==> config.mk <==
export PLATFORM = sky130hd
export DESIGN_NAME = fuzzy_match_scorer_top
export DESIGN_NICKNAME = d
export VERILOG_FILES = /design/src/fms_pkg.sv /design/src/fms_step.sv /design/src/fuzzy_match_scorer_top.sv
export SDC_FILE = /design/constraint.sdc
export NUM_CORES = 1
export LEC_CHECK = 0
export ABC_AREA = 1
export BUFFER_PORTS_ARGS = -buffer_cell sky130_fd_sc_hd__buf_4
export CELL_PAD_IN_SITES_DETAIL_PLACEMENT = 1
export CELL_PAD_IN_SITES_GLOBAL_PLACEMENT = 2
export CORE_ASPECT_RATIO = 1.5
export CORE_UTILIZATION = 30
export CTS_CLUSTER_SIZE = 10
export DETAILED_ROUTE_END_ITERATION = 8
export PLACE_DENSITY = 0.79
export SETUP_SLACK_MARGIN = 0.5
export SLEW_MARGIN = 10
export SYNTH_ARGS = -nofsm -noshare
export SYNTH_HDL_FRONTEND = slang
export SYNTH_SLANG_ARGS = --single-unit
==> constraint.sdc <==
create_clock -name clock -period 25 [get_ports clock]
set_clock_uncertainty 0.05 [all_clocks]
set_input_delay 1.25 -clock clock [delete_from_list [all_inputs] [get_ports clock]]
set_output_delay 1.25 -clock clock [all_outputs]
set_load 0.03 [all_outputs]
==> src/fms_pkg.sv <==
// ----------------------------------------------------------------------------
// fms_pkg
// Types, constants and helpers shared by the fuzzy match scorer
// ----------------------------------------------------------------------------
package fms_pkg;

   // string geometry
   localparam int MAX_LENGTH = 4096;
   localparam int POS_W      = 13;
   localparam logic [POS_W-1:0] POS_LAST = POS_W'(MAX_LENGTH - 1);

   // accumulator saturates at +-2^40, so 42 bits hold it
   localparam int ACC_W   = 42;
   localparam int DELTA_W = 22;
   localparam logic signed [ACC_W:0] ACC_MAX = 43'sd1 <<< 40;
   localparam logic signed [ACC_W:0] ACC_MIN = -(43'sd1 <<< 40);
   localparam logic signed [ACC_W-1:0] OUT_MAX = 42'sd2147483647;
   localparam logic signed [ACC_W-1:0] OUT_MIN = -42'sd2147483648;

   localparam logic signed [ACC_W-1:0]   BASE_SCORE        = 42'sd100;
   localparam logic signed [DELTA_W-1:0] START_MATCH_BONUS = 22'sd15;

   // byte codes
   localparam logic [7:0] CH_SLASH      = 8'h2f;
   localparam logic [7:0] CH_BACKSLASH  = 8'h5c;
   localparam logic [7:0] CH_UNDERSCORE = 8'h5f;
   localparam logic [7:0] CH_SPACE      = 8'h20;
   localparam logic [7:0] CH_LOWER_A    = 8'h61;
   localparam logic [7:0] CH_LOWER_Z    = 8'h7a;
   localparam logic [7:0] CH_UPPER_A    = 8'h41;
   localparam logic [7:0] CH_UPPER_Z    = 8'h5a;

   // register map
   localparam int CSR_ADDR_W = 4;
   typedef enum logic [CSR_ADDR_W-1:0] {
      CSR_LEADING_WEIGHT   = 4'd0,
      CSR_LEADING_LIMIT    = 4'd1,
      CSR_UNMATCHED_WEIGHT = 4'd2,
      CSR_ADJACENT_BONUS   = 4'd3,
      CSR_GAP_WEIGHT       = 4'd4,
      CSR_CASE_BONUS       = 4'd5,
      CSR_PATH_SEP_BONUS   = 4'd6,
      CSR_WORD_SEP_BONUS   = 4'd7
   } csr_addr_type;

   typedef struct packed {
      logic [7:0] char_code;
      logic       is_match;
      logic       is_last;
   } fms_req_type;

   typedef struct packed {
      logic signed [31:0] score;
      logic               no_match;
   } fms_rsp_type;

   typedef struct packed {
      logic signed [6:0] leading_weight;
      logic signed [7:0] leading_limit;
      logic signed [6:0] unmatched_weight;
      logic signed [7:0] adjacent_bonus;
      logic signed [6:0] gap_weight;
      logic signed [7:0] case_bonus;
      logic signed [7:0] path_sep_bonus;
      logic signed [7:0] word_sep_bonus;
   } fms_cfg_type;

   typedef struct packed {
      logic [POS_W-1:0]        position;
      logic [7:0]              previous_byte;
      logic [POS_W-1:0]        last_match_position;
      logic                    seen_match;
      logic signed [ACC_W-1:0] running_score;
   } fms_state_type;

   // add with clamp to the accumulator range
   function automatic logic signed [ACC_W-1:0] sat_add(
      input logic signed [ACC_W-1:0]   acc,
      input logic signed [DELTA_W-1:0] delta
   );
      logic signed [ACC_W:0] sum;
      sum = {acc[ACC_W-1], acc} + {{(ACC_W + 1 - DELTA_W){delta[DELTA_W-1]}}, delta};
      if (sum > ACC_MAX) begin
         sum = ACC_MAX;
      end else if (sum < ACC_MIN) begin
         sum = ACC_MIN;
      end
      return sum[ACC_W-1:0];
   endfunction

endpackage

==> src/fms_step.sv <==
// ----------------------------------------------------------------------------
// fms_step
// Scoring logic for one byte: next string state and the final result
// ----------------------------------------------------------------------------
module fms_step
   import fms_pkg::*;
(
   input  fms_cfg_type   cfg,
   input  fms_state_type cur,
   input  fms_req_type   item,
   output fms_state_type nxt,
   output fms_rsp_type   result
);

   logic signed [20:0]        lead_prod;
   logic signed [20:0]        lead_term;
   logic signed [20:0]        lim_ext;
   logic signed [POS_W:0]     gap_dist;
   logic signed [20:0]        gap_prod;
   logic [POS_W:0]            lmp_next;
   logic                      is_seq;
   logic signed [DELTA_W-1:0] d_main;
   logic signed [DELTA_W-1:0] d_case;
   logic signed [DELTA_W-1:0] d_sep;
   logic                      prev_lower;
   logic                      cur_upper;
   logic                      prev_path;
   logic                      prev_word;
   logic                      at_start;
   logic signed [ACC_W-1:0]   acc1;
   logic signed [ACC_W-1:0]   acc2;
   logic signed [ACC_W-1:0]   acc3;
   logic                      seen_after;

   // leading penalty, clamped from below
   assign lead_prod = 21'(cfg.leading_weight) * 21'($signed({1'b0, cur.position}));
   assign lim_ext   = 21'(cfg.leading_limit);
   assign lead_term = (lead_prod < lim_ext) ? lim_ext : lead_prod;

   // distance to the previous match
   assign gap_dist = $signed({1'b0, cur.position}) - $signed({1'b0, cur.last_match_position});
   assign gap_prod = 21'(cfg.gap_weight) * 21'(gap_dist);
   assign lmp_next = {1'b0, cur.last_match_position} + (POS_W + 1)'(1);
   assign is_seq   = ({1'b0, cur.position} == lmp_next);

   // byte classes
   assign at_start   = (cur.position == '0);
   assign prev_lower = (cur.previous_byte >= CH_LOWER_A) && (cur.previous_byte <= CH_LOWER_Z);
   assign cur_upper  = (item.char_code >= CH_UPPER_A) && (item.char_code <= CH_UPPER_Z);
   assign prev_path  = (cur.previous_byte == CH_SLASH) || (cur.previous_byte == CH_BACKSLASH);
   assign prev_word  = (cur.previous_byte == CH_SPACE) || (cur.previous_byte == CH_UNDERSCORE);

   // the three score terms, applied in order
   always_comb begin
      d_main = DELTA_W'(cfg.unmatched_weight);
      d_case = '0;
      d_sep  = '0;
      if (item.is_match) begin
         if (!cur.seen_match) begin
            d_main = DELTA_W'(lead_term);
         end else if (is_seq) begin
            d_main = DELTA_W'(cfg.adjacent_bonus);
         end else begin
            d_main = DELTA_W'(gap_prod);
         end
         if (at_start) begin
            d_case = START_MATCH_BONUS;
         end else begin
            if (prev_lower && cur_upper) begin
               d_case = DELTA_W'(cfg.case_bonus);
            end
            if (prev_path) begin
               d_sep = DELTA_W'(cfg.path_sep_bonus);
            end else if (prev_word) begin
               d_sep = DELTA_W'(cfg.word_sep_bonus);
            end
         end
      end
   end

   // each term saturates on its own
   assign acc1 = sat_add(cur.running_score, d_main);
   assign acc2 = sat_add(acc1, d_case);
   assign acc3 = sat_add(acc2, d_sep);

   assign seen_after = cur.seen_match | item.is_match;

   // next state, back to the start of a string after the last byte
   always_comb begin
      if (item.is_last) begin
         nxt.position            = '0;
         nxt.previous_byte       = '0;
         nxt.last_match_position = '0;
         nxt.seen_match          = 1'b0;
         nxt.running_score       = BASE_SCORE;
      end else begin
         nxt.position            = (cur.position < POS_LAST) ?
                                   cur.position + POS_W'(1) : cur.position;
         nxt.previous_byte       = item.char_code;
         nxt.last_match_position = item.is_match ? cur.position : cur.last_match_position;
         nxt.seen_match          = seen_after;
         nxt.running_score       = acc3;
      end
   end

   // final score clamped to 32 bits
   always_comb begin
      if (acc3 > OUT_MAX) begin
         result.score = OUT_MAX[31:0];
      end else if (acc3 < OUT_MIN) begin
         result.score = OUT_MIN[31:0];
      end else begin
         result.score = acc3[31:0];
      end
      result.no_match = ~seen_after;
   end

endmodule

==> src/fuzzy_match_scorer_top.sv <==
// ----------------------------------------------------------------------------
// fuzzy_match_scorer_top
// Fuzzy match scorer: one candidate byte per transfer, one score per string
// ----------------------------------------------------------------------------
//  channel  direction  ports                       carries
//  req      in         req_valid/req_stall/req_data one byte with match and last flags
//  rsp      out        rsp_valid/rsp_stall/rsp_data score and no-match flag
//  csr      in         csr_we/csr_addr/csr_wdata    weight and bonus registers
//
// One byte per cycle while req_stall is low; the string state updates in the cycle of the transfer.
// The result of a last byte is registered into the result queue and shown once the results ahead of it have left.
// A two-entry result queue keeps input flowing while a result is stalled;
// req_stall rises only when both entries are occupied.
// Synchronous reset restores the register defaults and empties the queue.
// ----------------------------------------------------------------------------
module fuzzy_match_scorer_top
   import fms_pkg::*;
(
   input  logic                  clock,
   input  logic                  reset,
   input  logic                  req_valid,
   output logic                  req_stall,
   input  fms_req_type           req_data,
   output logic                  rsp_valid,
   input  logic                  rsp_stall,
   output fms_rsp_type           rsp_data,
   input  logic                  csr_we,
   input  logic [CSR_ADDR_W-1:0] csr_addr,
   input  logic [7:0]            csr_wdata
);

   fms_cfg_type   cfg_ff;
   fms_cfg_type   cfg_in;
   fms_state_type state_ff;
   fms_state_type state_in;
   fms_rsp_type   step_rsp;
   fms_rsp_type   queue_ff [2];
   logic          wr_ptr_ff;
   logic          rd_ptr_ff;
   logic [1:0]    count_ff;
   logic [1:0]    count_in;
   logic          req_xfer;
   logic          rsp_xfer;
   logic          push;

   // register writes
   always_comb begin
      cfg_in = cfg_ff;
      if (csr_we) begin
         case (csr_addr)
            CSR_LEADING_WEIGHT:   cfg_in.leading_weight   = csr_wdata[6:0];
            CSR_LEADING_LIMIT:    cfg_in.leading_limit    = csr_wdata;
            CSR_UNMATCHED_WEIGHT: cfg_in.unmatched_weight = csr_wdata[6:0];
            CSR_ADJACENT_BONUS:   cfg_in.adjacent_bonus   = csr_wdata;
            CSR_GAP_WEIGHT:       cfg_in.gap_weight       = csr_wdata[6:0];
            CSR_CASE_BONUS:       cfg_in.case_bonus       = csr_wdata;
            CSR_PATH_SEP_BONUS:   cfg_in.path_sep_bonus   = csr_wdata;
            CSR_WORD_SEP_BONUS:   cfg_in.word_sep_bonus   = csr_wdata;
            default:              cfg_in = cfg_ff;
         endcase
      end
   end

   always_ff @(posedge clock) begin
      if (reset) begin
         cfg_ff.leading_weight   <= -7'sd5;
         cfg_ff.leading_limit    <= -8'sd15;
         cfg_ff.unmatched_weight <= -7'sd1;
         cfg_ff.adjacent_bonus   <= 8'sd40;
         cfg_ff.gap_weight       <= -7'sd3;
         cfg_ff.case_bonus       <= 8'sd30;
         cfg_ff.path_sep_bonus   <= 8'sd30;
         cfg_ff.word_sep_bonus   <= 8'sd25;
      end else begin
         cfg_ff <= cfg_in;
      end
   end

   // handshakes
   assign req_stall = (count_ff == 2'd2);
   assign req_xfer  = req_valid & ~req_stall;
   assign rsp_valid = (count_ff != 2'd0);
   assign rsp_xfer  = rsp_valid & ~rsp_stall;
   assign push      = req_xfer & req_data.is_last;

   // per-byte scoring
   fms_step u_step (
      .cfg    (cfg_ff),
      .cur    (state_ff),
      .item   (req_data),
      .nxt    (state_in),
      .result (step_rsp)
   );

   // string state
   always_ff @(posedge clock) begin
      if (reset) begin
         state_ff.position            <= '0;
         state_ff.previous_byte       <= '0;
         state_ff.last_match_position <= '0;
         state_ff.seen_match          <= 1'b0;
         state_ff.running_score       <= BASE_SCORE;
      end else if (req_xfer) begin
         state_ff <= state_in;
      end
   end

   // result queue occupancy
   always_comb begin
      count_in = count_ff;
      if (push && !rsp_xfer) begin
         count_in = count_ff + 2'd1;
      end else if (!push && rsp_xfer) begin
         count_in = count_ff - 2'd1;
      end
   end

   always_ff @(posedge clock) begin
      if (reset) begin
         count_ff  <= '0;
         wr_ptr_ff <= 1'b0;
         rd_ptr_ff <= 1'b0;
      end else begin
         count_ff <= count_in;
         if (push) begin
            wr_ptr_ff <= ~wr_ptr_ff;
         end
         if (rsp_xfer) begin
            rd_ptr_ff <= ~rd_ptr_ff;
         end
      end
   end

   // result queue payload
   always_ff @(posedge clock) begin
      if (push) begin
         queue_ff[wr_ptr_ff] <= step_rsp;
      end
   end

   assign rsp_data = queue_ff[rd_ptr_ff];

endmodule

==> impl_results.md, run 1 <==
* Status: finished clean
* I/O pins at 62
* Path type of the worst setup path: reg2reg
* Post-route ant nets at 0
* R2R Path Start: state_ff[64]
* Reg2reg end: queue_ff[1][26]
* Arrival time worst endpoint at 18.99 ns
* Crit path max-delay cell type: nand2_1
* First drt pass iteration count at 4
* Post-DP HPWL at 97.56 mm
* Reg2Reg Setup Slack at 6.36 ns
* GRT Residual Overflow at 0
* Via count at 28209
* Routed wire length at 114.5 mm
* CTS Hold Buffers Added at 0
* First-pass GRT wire length at 175.6 mm
* Critical Path Start Type: flip-flop
* Inserted Clock Buffers at 27
* Setup Buffers After CTS at 0
* Syn Area/Cell at 6.382 um^2
* Avg WL per Cell at 20.24 um
* RSZ-0062 raised after global routing: false
* Clock transition at path regs at 0.06 ns
* Hold_sp: cfg_ff[31]
* Fin. max-slew vios at 0
* Vias in the first global route at 30224
* Die height at 376.6 um
* Hold depth at 2
* Number of core rows at 137
* Mapped cell area at 28060 um^2
* CP Capture Type: flip-flop
* CTS Buffer Depth at 3
* Synth Area in Adders at 20.90%
* Mapped Nets at 4813
* Final TNS setup at 0 ns
* Most common cell after layout, fill and taps aside: nand2_1
* Max FO, Critical Path at 41
* Post-synthesis sequential area ratio at 17.26%
* Synth cell types at 64
* Die width at 251.7 um
* Synth Area in Simple Gates at 31.08%
* Layout cell share with drive strength beyond 1 at 5.603%
* Max Fclk at 53.64 MHz
* Buffers on Ports at 61
* Initial Utilization at 30.21%
* Clock Latency Late Sink at 0.56 ns
* # resized after CTS at 0
* Most frequent cells in the layout: nand2_1 (1200), inv_1 (737), nor2_1 (493), a21oi_1 (341), ha_1 (256)
* CTS tree: built
* R2R depth at 85
* Slew HR at 17.47%
* Layout area overhead at 8.846%
* Final Wtd Congestion at 0.9668
* Die area at 94800 um^2
* Mux share of post-synthesis cell area at 1.324%
* Final setup viols at 0
* Worst slew pin tran at 1.235 ns
* Synthesized instance count at 4397
* Initial antenna violation count at 0
* Largest net degree at the start of global routing at 66
* Final count of hold timing violations at 0
* Compound-Gate Fraction of Synth Area at 13.64%
* Worst setup startpoint: state_ff[64]
* Tot GR Track Use at 24.08%
* Vias/cell at 4.985
* Min Tclk post-route at 18.64 ns
* Synth Area in XOR/XNOR at 3.866%
* Warnings from Yosys at 0
* Part of the cycle the worst path needs at 74.58%
* H-tree levels at 1
* Drt drc at 0
* Cell repeated most along the worst path: nand2_1
* Initial drt markers at 1128
* HP Class: reg2reg
* Crit path required time at 25.34 ns
* Register bit total from synthesis at 209
* Hold endpoint: cfg_ff[31]
* Nets at 4805
* Max cap viols at 0
* # diodes at 0
* CTS sink cnt at 209
* Crit-path max cell delay at 0.82 ns
* Largest family of logic cells by synthesized area: simple AND/OR/NAND/NOR gates
* Root Buffer: clkbuf_16
* Area of the core at 92910 um^2
metrics by stage:
stage	utilization (%)	instance area (um^2)	hold slack [ns]	instances	setup slack (ns)
global placement	32.01	29740	0.3854	5611	6.572
finish	32.88	30550	0.4035	5659	6.356
detailed placement	32.01	29740	0.3996	5611	6.432
floorplan	-	28060	0.3748	4397	10.77
CTS	32.88	30550	0.4097	5659	6.309
global route	32.88	30550	0.4318	5659	5.025
final cells by class:
cell class | count | area [um^2]
Timing Repair Buffer | 78 | 585.6
Sequential cell | 209 | 4845
Multi-Input combinational cell | 3327 | 19940
Clock buffer | 39 | 730.7
Tap cell | 1251 | 1565
Clock inverter | 9 | 75.07
Fill cell | 12127 | 62360
Inverter | 746 | 2801
metal layers:
metal  wire length (um)  GRT usage (%)  up-vias
li1                   -              -    13975
met1              42860          24.56    13589
met2              61930          47.63      401
met3               1936          1.276      244
met4               7798          14.19        0
met5                  0              0        -
Yosys cell counts, drive strengths merged:
master   instances  area share [%]
a2111oi          1           0.031
a211oi           4            0.11
a21boi          14            0.39
a21o            16            0.43
a21oi          368             6.9
a221oi           3           0.094
a22o             2           0.062
a311oi           1           0.031
a31oi           23            0.51
and2             7            0.16
and3             2           0.045
buf             41            0.95
clkbuf          74            0.99
clkinv           5           0.071
dfxtp          143              10
edfxtp          66             7.1
fa             133             9.5
ha             256              11
inv            741             9.9
mux2            33             1.3
nand2         1215              16
nand3          244             4.4
nand3b          16            0.43
nand4           38            0.85
nor2           517             7.2
nor3            44            0.82
nor3b            2           0.053
nor4            14            0.33
o2111ai          3           0.094
o211a            2           0.071
o211ai          27            0.72
o21a             7            0.19
o21ai          142             2.6
o21bai          27            0.74
o221ai           3           0.094
o22ai           13            0.29
o311ai           2           0.062
o31ai            9            0.26
o32ai            1           0.031
or2             15            0.33
xnor2           25            0.78
xor2            98             3.1
worst max-delay path by stage:
stage                                 end  cells after the start
after detailed placement  queue_ff[1][26]                     85
after floorplan           queue_ff[0][10]                     89
after CTS                 queue_ff[1][12]                     85
after global routing       queue_ff[0][9]                     84
after global placement    queue_ff[0][13]                     87
final                     queue_ff[1][26]                     85
state kept, by name, indices dropped and copies added, names as in the netlist, named ones only:
signal     cells
cfg_ff        61
count_ff       2
queue_ff      66
rd_ptr_ff      1
state_ff      77
wr_ptr_ff      1
logic make-up (layout without fill, tap and decap cells):
kind of cell,count (synthesis),in the layout
AOI/OAI and AO/OA,668,668
muxes,33,33
DFF,209,209
adders and majority gates,389,389
buffers and inverters,861,872
xor gates and xnor gates,123,123
and+or+nand+nor,2114,2114
worst max-delay path: cells and delay by family (launching register included):
| kind | cells | cell delay, ns |
|---|---|---|
| compound gates | 11 | 2.47 |
| xor+xnor | 3 | 0.90 |
| fa+ha+maj | 12 | 4.72 |
| buf+inv | 13 | 1.75 |
| flops | 1 | 0.52 |
| simple gates | 46 | 7.95 |
Power of run 1 is not shown: default switching activity piles up to over one toggle a cycle in this logic, so the estimate is an artifact.
==> run 2: changes to the inputs <==
==> constraint.sdc (replaced) <==
create_clock -name clock -period 19.19 [get_ports clock]
set_clock_uncertainty 0.05 [all_clocks]
set_input_delay 0.9595 -clock clock [delete_from_list [all_inputs] [get_ports clock]]
set_output_delay 0.9595 -clock clock [all_outputs]
set_load 0.03 [all_outputs]
==> impl_results.md, run 2 (synthesis results as in run 1) <==
* Via count at 28435 (was 28209)
* CTS Hold Buffers Added at 0 (unchanged)
* Reg2Reg Setup Slack at 1.64 ns (was 6.36 ns)
* Critical Path Start Type: flip-flop (unchanged)
* Placed cells at 5623 (was 5611)
* # diodes at 0 (unchanged)
* Die area at 94800 um^2 (unchanged)
* Drt drc at 0 (unchanged)
* R2R Path Start: state_ff[64] (unchanged)
* Worst slew pin tran at 1.055 ns (was 1.235 ns)
* CTS sink cnt at 209 (unchanged)
* Reg2reg end: queue_ff[1][11] (was queue_ff[1][26])
* Buffers on Ports at 61 (unchanged)
* Post-route ant nets at 0 (unchanged)
* Worst setup margin at 1.638 ns (was 6.356 ns)
* Max cap viols at 0 (unchanged)
* Final setup viols at 0 (unchanged)
* Final Wtd Congestion at 0.9295 (was 0.9668)
* Layout area overhead at 9.283% (was 8.846%)
* Crit-path max cell delay at 0.52 ns (was 0.82 ns)
* Cell repeated most along the worst path: nand2_1 (unchanged)
* FF+latch area at 4846 um^2 (was 4845 um^2)
* Hold_sp: cfg_ff[33] (was cfg_ff[31])
* Vias in the first global route at 30440 (was 30224)
* Max FO, Critical Path at 36 (was 41)
* Setup Buffers After CTS at 0 (unchanged)
* Avg WL per Cell at 20.27 um (was 20.24 um)
* Biggest register: state_ff (unchanged)
* Fin cells at 5667 (was 5659)
* Footprint of the multi-input gates at 19980 um^2 (was 19940 um^2)
* Largest net degree at the start of global routing at 67 (was 66)
* Filler Cell Count at 12188 (was 12127)
* Placement Setup Slack at 0.3118 ns (was 6.432 ns)
* Nets at 4816 (was 4805)
* Fin. max-slew vios at 0 (unchanged)
* Hold endpoint: cfg_ff[33] (was cfg_ff[31])
* GRT Residual Overflow at 0 (unchanged)
* Final count of hold timing violations at 0 (unchanged)
* Max Fclk at 56.98 MHz (was 53.64 MHz)
* Clock transition at path regs at 0.06 ns (about the same)
* HP Class: reg2reg (unchanged)
* Vias/cell at 5.018 (was 4.985)
* Initial Utilization at 30.21% (unchanged)
* Part of the cycle the worst path needs at 91.46% (was 74.58%)
* Root Buffer: clkbuf_16 (unchanged)
* CTS Buffer Depth at 3 (unchanged)
* Most common cell after layout, fill and taps aside: nand2_1 (unchanged)
* Inserted Clock Buffers at 26 (was 27)
* Clock Latency Late Sink at 0.56 ns (about the same)
* I/O pins at 62 (unchanged)
* Tot GR Track Use at 24.17% (was 24.08%)
* Top Registers: state_ff: 77 flops, queue_ff: 66 flops, cfg_ff: 61 flops (unchanged)
* Final TNS setup at 0 ns (unchanged)
* Crit path required time at 19.55 ns (was 25.34 ns)
* Area of the core at 92910 um^2 (unchanged)
* H-tree levels at 1 (unchanged)
* Min Tclk post-route at 17.55 ns (was 18.64 ns)
* Max FFs per register at 77 (unchanged)
* RSZ-0062 raised after global routing: false (unchanged)
* Crit path max-delay cell type: fa_1 (was nand2_1)
* Slew HR at 29.39% (was 17.47%)
* Arrival time worst endpoint at 17.92 ns (was 18.99 ns)
* First drt pass iteration count at 5 (was 4)
* Die width at 251.7 um (unchanged)
* Post-DP HPWL at 97.72 mm (was 97.56 mm)
* CTS tree: built (unchanged)
* Most frequent cells in the layout: nand2_1 (1199), inv_1 (737), nor2_1 (493), a21oi_1 (341), ha_1 (256) (was nand2_1 (1200), inv_1 (737), nor2_1 (493), a21oi_1 (341), ha_1 (256))
* Path type of the worst setup path: reg2reg (unchanged)
* Initial antenna violation count at 0 (unchanged)
* R2R depth at 85 (unchanged)
* Hold depth at 2 (unchanged)
* Initial drt markers at 1199 (was 1128)
* Layout cell share with drive strength beyond 1 at 5.933% (was 5.603%)
* CP Capture Type: flip-flop (unchanged)
* First-pass GRT wire length at 176.2 mm (was 175.6 mm)
* Die height at 376.6 um (unchanged)
* Routed wire length at 114.9 mm (was 114.5 mm)
* Status: finished clean (unchanged)
* Number of core rows at 137 (unchanged)
## run 2: cell types whose count changed in the layout (fill, tap and decap cells not counted), sizes merged
cell and change:
inv -1, buf +12, clkinv -2, clkinvlp -1
## run 2: critical path, delay by kind of cell, from the launching register on
family                     cells  cell delay [ns]
and+or+nand+nor               45             7.04
adders and majority gates     12             4.71
AOI/OAI and AO/OA             12             2.48
buffers and inverters         13             1.79
xor gates and xnor gates       3             0.74
DFF                            1             0.50
## run 2: per-layer routing
metal  track usage [%]  wire length, um  up-vias
met4             13.23             7005        0
met3             1.311             2229      216
met2             47.89            62630      436
met5                 0                0        -
met1             24.94            43020    13803
li1                  -                -    13980
## run 2: what timing repair did
action | 4_1_cts | 5_1_grt
setup endpoints to repair | 63 | 102
hold endpoints to repair | 0 | 0
gates resized for setup | 1 | 8
## run 2: worst max-delay path by stage
stage | start | endpoint | depth (start not counted)
2_1_floorplan | state_ff[64] | queue_ff[0][10] | 89
3_3_place_gp | state_ff[64] | queue_ff[0][3] | 85
3_5_place_dp | state_ff[64] | queue_ff[0][27] | 85
4_1_cts | state_ff[64] | queue_ff[0][27] | 85
5_1_grt | state_ff[64] | queue_ff[1][27] | 90
6_report | state_ff[64] | queue_ff[1][11] | 85
## run 2: cell type report
| class | count | share of cell area, % |
|---|---|---|
| Clock buffer | 39 | 2.379 |
| Clock inverter | 5 | 0.1999 |
| Inverter | 746 | 9.135 |
| Multi-Input combinational cell | 3327 | 65.14 |
| Sequential cell | 209 | 15.80 |
| Tap cell | 1251 | 5.104 |
| Timing Repair Buffer | 90 | 2.244 |
## run 2: per-stage QoR
stage	hold WS, ns	util [%]	instance area [um^2]
after floorplan	0.3748	-	28060
after global placement	0.3852	32.12	29840
after detailed placement	0.3948	32.12	29840
after CTS	0.4086	32.97	30640
after global routing	0.4320	33.01	30670
final	0.4061	33.01	30670
Power of run 2 is left out for the same reason.
